===== src/rtl/core/cgfs_pkg.sv =====
// Shared types and constants for the centered Gaussian FIR smoother.
package cgfs_pkg;

	localparam int MAX_TAPS_DEF   = 64;
	localparam int MAX_LENGTH_DEF = 1048576;

	localparam int SAMPLE_W  = 32;
	localparam int TAP_W     = 16;
	localparam int TAP_IDX_W = 6;
	localparam int OUT_IDX_W = 20;
	localparam int SIGMA_W   = 4;
	localparam int NTAPS_W   = 6;
	localparam int HALF_W    = 5;
	localparam int FRAC_W    = 16;
	localparam int PROD_W    = SAMPLE_W + TAP_W;

	localparam int TAPS_PER_SIGMA = 6;
	localparam int HALF_PER_SIGMA = TAPS_PER_SIGMA / 2;
	localparam int SIGMA_MIN      = 1;
	localparam int SIGMA_MAX      = 10;
	localparam int SIGMA_RESET    = 1;
	localparam int ROUND_HALF     = 1 << (FRAC_W - 1);

	localparam logic signed [SAMPLE_W-1:0] SMOOTH_MAX = 32'sh7FFF_FFFF;
	localparam logic signed [SAMPLE_W-1:0] SMOOTH_MIN = 32'sh8000_0000;

	typedef enum logic {
		CMD_SAMPLE = 1'b0,
		CMD_TAP    = 1'b1
	} cmd_t;

	// control broadcast to every cell of the tap chain
	typedef struct packed {
		logic                 adv;
		logic                 shift;
		logic                 clear;
		logic                 tap_we;
		logic [TAP_IDX_W-1:0] tap_index;
		logic [TAP_W-1:0]     tap_value;
		logic [NTAPS_W-1:0]   n_taps;
	} cell_ctrl_t;

	// travels with each step down the pipeline
	typedef struct packed {
		logic                 emit;
		logic [OUT_IDX_W-1:0] idx;
		logic                 fin;
	} tag_t;

endpackage


===== src/rtl/core/cgfs_cell.sv =====
// One cell of the tap chain: a history entry, its tap and their product.
module cgfs_cell #(
	parameter int INDEX = 0
) (
	input  logic                                  clk,
	input  logic                                  arst_n,
	input  cgfs_pkg::cell_ctrl_t                  ctrl,
	input  logic signed [cgfs_pkg::SAMPLE_W-1:0] hist_in,
	output logic signed [cgfs_pkg::SAMPLE_W-1:0] hist,
	output logic signed [cgfs_pkg::PROD_W-1:0]   prod
);
	import cgfs_pkg::*;

	logic signed [SAMPLE_W-1:0] hist_q;
	logic [TAP_W-1:0]           tap_q;
	logic signed [PROD_W-1:0]   prod_s1;
	logic signed [PROD_W-1:0]   mul;
	logic                       active;

	assign active = int'(ctrl.n_taps) > INDEX;
	assign mul    = PROD_W'(hist_q) * PROD_W'($signed({1'b0, tap_q}));

	always_ff @(posedge clk or negedge arst_n) begin
		if (!arst_n) begin
			hist_q <= '0;
			tap_q  <= '0;
		end else if (ctrl.adv) begin
			if (ctrl.clear) begin
				hist_q <= '0;
			end else if (ctrl.shift) begin
				hist_q <= hist_in;
			end
			if (ctrl.tap_we && int'(ctrl.tap_index) == INDEX) begin
				tap_q <= ctrl.tap_value;
			end
		end
	end

	// product of the state left by the previous step
	always_ff @(posedge clk) begin
		if (ctrl.adv) begin
			prod_s1 <= active ? mul : '0;
		end
	end

	assign hist = hist_q;
	assign prod = prod_s1;

endmodule


===== config.mk =====
export PLATFORM = sky130hd
export DESIGN_NAME = cgfs_cell
export DESIGN_NICKNAME = d
export VERILOG_FILES = /design/src/rtl/core/cgfs_pkg.sv /design/src/rtl/core/cgfs_cell.sv
export SDC_FILE = /design/constraint.sdc
export NUM_CORES = 1
export LEC_CHECK = 0
export CORE_MARGIN = 3
export CORE_UTILIZATION = 44
export CTS_CLUSTER_SIZE = 25
export DETAILED_ROUTE_END_ITERATION = 7
export DONT_BUFFER_PORTS = 1
export MAX_ROUTING_LAYER = met4
export PLACE_DENSITY_LB_ADDON = 0.05
export SYNTH_ARGS = -nofsm -noshare
export SYNTH_HDL_FRONTEND = slang
export SYNTH_SLANG_ARGS = --single-unit
export TNS_END_PERCENT = 5

===== constraint.sdc =====
create_clock -name clk -period 16.4 [get_ports clk]
set_input_delay 2.46 -clock clk [delete_from_list [all_inputs] [get_ports clk]]
set_output_delay 2.46 -clock clk [all_outputs]
set_load 0.01 [all_outputs]

==> results.toml, run 1 <==
[outcome]
status = "complete, no violations"

[critical_path]
startpoint = "tap_q[10]"
worstReg2RegStart = "tap_q[10]"
worst-endpoint-required_ns = 16.58
worstSetupEndpointType = "flip-flop"
path_class = "flip-flop to flip-flop"
arrival_ns = 7.60
cp-start-kind = "flip-flop"
r2r_cells = 21
worstReg2RegEnd = "prod[40]"
crit_end = "prod[40]"
worst-path-max-fanout = 17
reg2reg_setup_slack_ns = 8.98

[synth]
ys_types = 56
syn-num-nets = 3015
yosysWarningCount = 0
avgSynthCellArea_um2 = 9.183
synthFlopType = "edfxtp_1"
synth-edff-count = 48
ys_ff_latch = 96
ys_seq_area_share_pct = 12.24
syn_inst = 2351
netlist_area_um2 = 21590
synthArstFlopShare_pct = 50.00

[floorplan]
initial_core_util_pct = 44.84
core_area_um2 = 48150
die-area_um2 = 51760
io_pins = 146
rows = 80
fp.dieW_um = 227.5
die_y_um = 227.5

[grt]
antenna_found_initial = 1
grt_use_total_pct = 25.80
use_met1_pct = 30.33
grt_max_degree = 65
grtUsageMet2_pct = 45.68
top_usage_layer = "met2"
grt_pass1_wl_mm = 96.91
grt_pass1_vias = 17130
grt_use_met3_pct = 2.992
grt-ovfl-total = 0

[route]
vias = 14940
finalWirelength_mm = 59.84
dr.pass1.iters = 4
drc = 0
routedWlPerCell_um = 20.33
via_per_inst = 5.076
drtIter0Drc = 585
ant_nets = 0

[place]
dpl_cell_area_um2 = 22170
portBuffers = 0
dpl.hpwl_mm = 46.83
routabilityCongestion = 0.8631

[timing]
max-slew-margin-rel_pct = 15.18
final-setup-viol-count = 0
setup_tns_ns = 0
grt_setup_unrepaired = "no"
fin_skew_ns = 0.01681
max_slew.worst_pin.slew_ns = 1.272
maxSlewViolCount = 0
period_share_pct = 45.24
max_freq_mhz = 134.8
final.min_clock_period_ns = 7.419
hold_viol = 0

[final_layout]
design_area_um2 = 22450
multi_input_area_um2 = 16370
nFillCells = 4726
syn_to_final_growth_pct = 3.987
drive_above_1_share_pct = 2.842
finalNetCount = 2946
ff_latch_area_um2 = 2644

[power]
ir_worst_vdd_uv = 48.54
power_density_nw_per_um2 = 57.95
power_leakage_nw = 11.25

[clocking]
cts_sinks = 96
ctsHoldBuffers = 0
cts_resized = 0
clock-root-buffer = "clkbuf_16"
cts.reportedPaths.clkPinSlew_ns = 0.08
cts_tree = "built"
post_cts_buffers = 0
cts_max_level = 3
cts_buffers = 9
cts_buffer_depth = 2
clk_latency_ns = 0.39

[hold_path]
min_path_type = "flip-flop to flip-flop"

[run]
max_cap_violations = 0
routing by layer:
| layer | routed length (µm) | up-vias |
|---|---|---|
| met3 | 1883 | 100 |
| met2 | 31320 | 271 |
| met4 | 2371 | 0 |
| li1 | - | 6720 |
| met5 | 0 | - |
| met1 | 24270 | 7852 |
sequential cells by signal (all words and copies together), names as in the netlist:
register / flops
hist: 32
prod: 48
tap_q: 16
placed cells by master, fill, tap and decap left out, types with 4 or more instances in the layout:
cell / synthesis / routed
a21o_1: 25 / 25
a21oi_1: 49 / 49
a31oi_1: 5 / 5
and2_1: 233 / 233
and3_1: 4 / 4
buf_4: 1 / 22
clkbuf_16: 0 / 9
dfrtp_1: 48 / 47
edfxtp_1: 48 / 48
fa_1: 484 / 484
ha_1: 114 / 114
inv_1: 579 / 579
mux2_2: 16 / 16
nand2_1: 356 / 356
nand2b_1: 35 / 35
nand3_1: 6 / 6
nand4_1: 7 / 7
nor2_1: 56 / 56
nor2b_1: 6 / 6
nor3_1: 17 / 17
o21ai_0: 59 / 59
o21bai_1: 8 / 8
o31ai_1: 6 / 6
xnor2_1: 25 / 25
xor2_1: 20 / 20
cell usage after synthesis, types with 25 or more instances:
library cell | count | share of area [%]
fa_1 | 484 | 45
a21o_1 | 25 | 0.87
edfxtp_1 | 48 | 6.7
nand2_1 | 356 | 6.2
and2_1 | 233 | 6.8
o21ai_0 | 59 | 1.4
ha_1 | 114 | 6.6
nor2_1 | 56 | 0.97
a21oi_1 | 49 | 1.1
inv_1 | 579 | 10
xnor2_1 | 25 | 1.0
dfrtp_1 | 48 | 5.6
clkbuf_1 | 96 | 1.7
nand2b_1 | 35 | 1.0
how the worst min path moves through the flow:
| stage | start | endpoint | slack (ns) | cells after the start |
|---|---|---|---|---|
| after floorplan | tap_q[15] | tap_q[15] | 0.55 | 1 |
| final | tap_q[6] | tap_q[6] | 0.52 | 1 |
| after CTS | tap_q[6] | tap_q[6] | 0.52 | 1 |
| after global routing | tap_q[6] | tap_q[6] | 0.55 | 1 |
| after detailed placement | tap_q[6] | tap_q[6] | 0.51 | 1 |
| after global placement | tap_q[6] | tap_q[6] | 0.50 | 1 |
kinds of logic after synthesis:
group | after synthesis | share of synthesized area [%]
simple gates | 731 | 16.36
buf+inv | 681 | 11.99
fa+ha+maj | 598 | 51.49
compound gates | 183 | 5.216
flops | 96 | 12.24
xor+xnor | 45 | 1.826
mux | 17 | 0.8809
power breakdown:
group | leakage (nW) | switching, mW | internal, mW
Combinational | 10.0 | 0.418 | 0.256
Sequential | 1.12 | 0.0994 | 0.315
Clock | 0.129 | 0.106 | 0.107
Total | 11.3 | 0.623 | 0.678
layout make-up:
cell class,instances,share of cell area (%)
clock buffer,11,1.081
inverter,579,9.681
multi-input combinational,1574,72.91
antenna,1,0.01115
tap,656,3.656
sequential,96,11.78
clock inverter,5,0.1449
timing repair buffer,22,0.7357
through the flow:
stage	util [%]	setup slack [ns]	hold slack [ns]	power (mW)	std cells
3_3_place_gp	46.05	9.118	0.4950	1.100	2927
2_1_floorplan	-	10.06	0.5460	0.8629	2351
5_1_grt	46.63	8.660	0.5502	1.422	2944
4_1_cts	46.62	8.977	0.5238	1.325	2943
6_report	46.63	8.981	0.5245	1.301	2944
3_5_place_dp	46.05	9.054	0.5053	1.104	2927
worst max-delay path: stages (launching register included):
cell and delay, ns:
dfrtp_1 0.77, buf_4 0.40, nand2_1 0.11, fa_1 0.54
inv_1 0.06, fa_1 0.48, fa_1 0.63, fa_1 0.46
fa_1 0.49, inv_1 0.05, fa_1 0.51, inv_1 0.05
ha_1 0.41, a21oi_1 0.32, o21ai_1 0.15, a2111oi_2 0.39
o211ai_1 0.20, and3_1 0.22, a21oi_1 0.36, o21bai_1 0.14
and3_1 0.18, nor3_1 0.28
No activity file was read; power rests on OpenSTA's default activity.
==> inputs of run 2 (changes only) <==
clock period = 6.8 ns   (was 16.4 ns; I/O delays follow)
==> run 2 against run 1 <==
  * Final area rose by 4.0%
  * Critical path type unchanged
  * Clock power grew to 2.6 times the previous value
  * Critical endpoint is now prod[47]
  * Final cell count is 3.4% higher
  * Wire length fell by 4.1%
  * Hold slack lost 0.20 ns
  * Global-route usage shrank 0.81 points
  * Highest routed layer unchanged
  * Register-to-register slack got worse by 8.7 ns
==> results.toml, run 2 (same netlist as run 1, synthesis figures left out) <==
[clocking]
cts_buffers = 9
cts_sinks = 96
cts.reportedPaths.clkPinSlew_ns = 0.08
post_cts_buffers = 0
cts_tree = "built"
cts_resized = 1
clock-root-buffer = "clkbuf_16"
clk_latency_ns = 0.38
ctsHoldBuffers = 0
cts_buffer_depth = 2
cts_max_level = 3

[critical_path]
reg2reg_setup_slack_ns = 0.25
worst-endpoint-required_ns = 6.92
path_class = "flip-flop to flip-flop"
cp-start-kind = "flip-flop"
worstSetupEndpointType = "flip-flop"
worst-path-max-fanout = 9
arrival_ns = 6.67

[route]
routedWlPerCell_um = 18.85
finalWirelength_mm = 57.37
drc = 0
via_per_inst = 4.971
drtIter0Drc = 658
dr.pass1.iters = 5
vias = 15130
ant_nets = 0

[run]
max_cap_violations = 0

[grt]
grtUsageMet2_pct = 48.50
grt_pass1_wl_mm = 95.50
antenna_found_initial = 0
grt_use_total_pct = 24.99
grt_use_met3_pct = 2.424
grt_pass1_vias = 17550
grt-ovfl-total = 0
use_met1_pct = 27.33
grt_max_degree = 65
top_usage_layer = "met2"

[floorplan]
core_area_um2 = 48150
initial_core_util_pct = 44.84
die-area_um2 = 51760
fp.dieW_um = 227.5
io_pins = 146
rows = 80
die_y_um = 227.5

[timing]
max-slew-margin-rel_pct = 47.54
max_slew.worst_pin.slew_ns = 0.7868
maxSlewViolCount = 0
hold_viol = 0
final-setup-viol-count = 0
period_share_pct = 96.29
max_freq_mhz = 152.7
final.min_clock_period_ns = 6.548
holdWs_ns = 0.3232
fin_skew_ns = 0.01090
grt_setup_unrepaired = "yes"
setup_tns_ns = 0

[place]
routabilityCongestion = 0.9119
dpl.hpwl_mm = 49.83
dp.cells = 3027
portBuffers = 0

[power]
power_leakage_nw = 11.78
total_power_mw = 3.275
power_density_nw_per_um2 = 140.3
ir_worst_vdd_uv = 130.5

[outcome]
status = "complete, no violations"

[final_layout]
finalNetCount = 3046
largest_register_ffs = 48
final_core_util_pct = 48.49
syn_to_final_growth_pct = 8.143
diodes = 0
drive_above_1_share_pct = 8.085
layout_common_cells = "579 x inv_1, 483 x fa_1, 356 x nand2_1, 233 x and2_1, 118 x buf_4"
stdcell_count = 3043
mostFrequentLayoutCell = "inv_1"

[hold_path]
min_path_type = "primary input to async pin"
==> run 2: cell types whose count changed in the layout (fill, tap and decap cells not counted), sizes merged <==
cell,delta
clkinv,-2
diode,-1
bufinv,+1
buf,+100
clkinvlp,-2
inv,+3
==> run 2: cell type report <==
cell class | count | area (µm²)
Clock buffer | 11 | 246.5
Clock inverter | 5 | 62.56
Fill cell | 4690 | 24800
Inverter | 579 | 2173
Multi-Input combinational cell | 1574 | 16420
Sequential cell | 96 | 2664
Tap cell | 656 | 820.8
Timing Repair Buffer | 122 | 957.2
==> run 2: per-stage QoR <==
stage | setup WS (ns) | area, µm²
finish | 0.2520 | 23350
global route | -0.04071 | 23350
CTS | 0.009933 | 23270
detailed placement | 0.003189 | 22960
global placement | -0.01781 | 22960
floorplan | 0.4605 | 21590
==> run 2: path summary, 6_finish.rpt <==
kind,to,cells after the start,from
worst min-delay path,hist[24],0,arst_n
min in group clk,tap_q[10],1,tap_q[10]
worst max-delay path,prod[47],20,tap_q[12]
max in group asynchronous,tap_q[2],0,arst_n
worst min register to register,tap_q[10],1,tap_q[10]
worst max register to register,prod[47],20,tap_q[12]
==> run 2: routing by layer <==
| layer | share of wire [%] | wire length (µm) |
|---|---|---|
| met5 | 0 | 0 |
| met4 | 2.2 | 1285 |
| met3 | 1.9 | 1113 |
| met2 | 58 | 33120 |
| met1 | 38 | 21840 |
==> run 2: critical path: stages, from the launching register on <==
cell	delay, ns
dfrtp_1	0.52
and2_1	0.22
fa_1	0.49
inv_1	0.05
fa_1	0.53
inv_1	0.05
fa_1	0.56
fa_1	0.46
fa_1	0.53
inv_1	0.06
fa_1	0.48
inv_1	0.04
ha_1	0.30
nand2_1	0.08
or4_4	0.54
o32a_1	0.44
a211oi_4	0.34
o31ai_1	0.14
a32oi_1	0.24
xnor2_1	0.14
nor2_1	0.05
==> run 2: where the power goes <==
group,internal [mW],switching (mW)
combinational,0.714,1.05
clock,0.303,0.261
sequential,0.765,0.178
total,1.78,1.49
==> inputs of run 3 (changes only) <==
clock period = 5.25 ns   (was 6.8 ns; I/O delays follow)
==> run 3 against run 2 <==
  * The flow now finishes with violations (negative setup slack)
  * Sequential power grew 28%
  * Via count grew 5.3%
  * First-iteration DRC count down 1.2%
  * Critical path depth grew 1
  * Clock-buffer cell count down 1
  * Clock power increased by 16%
  * Register-to-register slack worse by 1.4 ns
  * Maximum frequency grew 2.5%
  * Die area stayed put
  * Power rose by 38%
  * Critical path type unchanged
  * Largest power group unchanged
  * Highest routed layer unchanged
==> results.toml, run 3 (same netlist as run 1, synthesis figures left out) <==
[outcome]
status = "finished, violations left"
violations = "negative setup slack"

[timing]
grt_setup_unrepaired = "yes"
max_freq_mhz = 156.6
fin_skew_ns = 0.01709
holdWs_ns = 0.09010
final.min_clock_period_ns = 6.387
period_share_pct = 121.7
max-slew-margin-rel_pct = 62.49
worst_slack_ns = -1.137
hold_viol = 0
final-setup-viol-count = 35
maxSlewViolCount = 0
max_slew.worst_pin.slew_ns = 0.5626

[place]
portBuffers = 0
dpl.hpwl_mm = 50.94
routabilityCongestion = 0.8486
dp.cells = 3216

[power]
total_power_mw = 4.525
ir_worst_vdd_uv = 157.9
clkPwrFrac_pct = 14.5
combPwrFrac_pct = 58.9
seqPwrFrac_pct = 26.6
power_density_nw_per_um2 = 179.4
internal-power_mw = 2.498
swShare_pct = 44.79
netSwitchingPower_mw = 2.027
power_leakage_nw = 12.78

[grt]
grt_use_total_pct = 24.93
grt-ovfl-total = 0
grt_max_degree = 65
antenna_found_initial = 4
grt_pass1_wl_mm = 95.20
grt_pass1_vias = 17950

[critical_path]
path_class = "flip-flop to flip-flop"
worst-path-max-fanout = 14
cp-start-kind = "flip-flop"
arrival_ns = 6.52
r2r_cells = 21
crit_path_frequent_cell = "fa_1"
reg2reg_setup_slack_ns = -1.14
max_stage_delay_ns = 0.51
worstSetupEndpointType = "flip-flop"
path_cells = "buf_4, buf_4, nand2_1, fa_1, fa_1, fa_1, inv_1, fa_1, fa_1, inv_1, fa_1, inv_1, ha_1, a21o_1, a21oi_1, o221ai_4, nor3_4, a211oi_4, or3_2, xor2_1, and2_1"
worst-endpoint-required_ns = 5.38
critPathSlowestCell = "fa_1"

[floorplan]
io_pins = 146
core_area_um2 = 48150
fp.dieW_um = 227.5
die-area_um2 = 51760
rows = 80
die_y_um = 227.5
initial_core_util_pct = 44.84

[final_layout]
finalNetCount = 3238
stdcell_count = 3239
mostFrequentLayoutCell = "inv_1"
largest_register_ffs = 48
nFillCells = 4586
layout_common_cells = "578 x inv_1, 478 x fa_1, 355 x nand2_1, 292 x buf_4, 229 x and2_1"
drive_above_1_share_pct = 16.67
final_core_util_pct = 52.39
syn_to_final_growth_pct = 16.83

[clocking]
cts_sinks = 96
ctsHoldBuffers = 0
cts_max_level = 3
clk_latency_ns = 0.39
cts.reportedPaths.clkPinSlew_ns = 0.08
clock-root-buffer = "clkbuf_16"
cts_buffers = 9
cts_buffer_depth = 2
cts_tree = "built"

[run]
max_cap_violations = 0

[route]
finalWirelength_mm = 58.45
drtIter0Drc = 650
dr.pass1.iters = 5
via_per_inst = 4.916
drc = 0
ant_nets = 0
routedWlPerCell_um = 18.04
vias = 15920

[hold_path]
min_path_type = "primary input to async pin"
[run 3: cell count changes in the layout (fill, tap and decap cells not counted), moves of 4 or more]
cell | previous run | this run
buf_4 | 118 | 292
and2_4 | 0 | 4
ha_4 | 0 | 6
ha_1 | 114 | 108
o21ai_1 | 2 | 7
fa_1 | 483 | 478
a21oi_2 | 2 | 8
and2_1 | 233 | 229
fa_2 | 1 | 6
diode_2 | 0 | 4
buf_12 | 3 | 12
buf_6 | 1 | 10
a21oi_1 | 47 | 40
o21ai_0 | 58 | 51
[run 3: layout make-up]
cell class | count | area [µm²] | area share [%]
Timing Repair Buffer | 314 | 2545 | 10.09
Sequential cell | 96 | 2668 | 10.58
Clock inverter | 6 | 36.28 | 0.1439
Clock buffer | 10 | 229.0 | 0.9078
Multi-Input combinational cell | 1574 | 16740 | 66.37
Tap cell | 656 | 820.8 | 3.254
Antenna cell | 4 | 10.01 | 0.03969
Inverter | 579 | 2173 | 8.617
[run 3: worst paths after layout]
kind                               start        to
worst max-delay path            tap_q[4]  prod[39]
worst min-delay path              arst_n  tap_q[3]
worst max register to register  tap_q[4]  prod[39]
worst min register to register  tap_q[1]  tap_q[1]
max in group asynchronous         arst_n  hist[19]
min in group clk                ctrl[31]  prod[13]
[run 3: stage by stage]
stage / TNS [ns] / instance area [µm²] / worst slack, ns
global placement: -34.14 / 24540 / -1.412
CTS: -29.67 / 25060 / -1.170
finish: -27.20 / 25220 / -1.137
detailed placement: -34.70 / 24540 / -1.446
global route: -36.63 / 25220 / -1.397
floorplan: -17.57 / 21730 / -0.8061
[run 3: power groups by stage]
stage	clock network [mW]	registers [mW]	logic, mW
final	0.654	1.21	2.67
after global routing	0.708	1.22	3.03
after CTS	0.685	1.21	2.69
after detailed placement	0	1.22	2.61
after global placement	0	1.23	2.60
after floorplan	0	1.14	1.60
[run 3: worst max-delay path: cells and delay by family (launching register included)]
family,cells,cell delay [ns]
AO/OA/AOI/OAI,4,0.74
XOR/XNOR,1,0.15
adder cells (fa/ha/maj),7,3.28
buffers and inverters,5,0.52
flip-flops,1,0.50
AND/OR/NAND/NOR,4,0.94
[run 3: what timing repair did]
item                                    CTS  global route
setup buffers                             3             0
gates cloned                              0             0
endpoints found under the setup margin   36            38
pin swaps                                13            12
gates resized for setup                  47            43
[run 3: layer usage]
metal / track usage (%) / wire [µm]
met3: 2.347 / 1226
met1: 26.74 / 22340
met5: - / 0
met2: 47.43 / 32910
met4: 9.453 / 1963
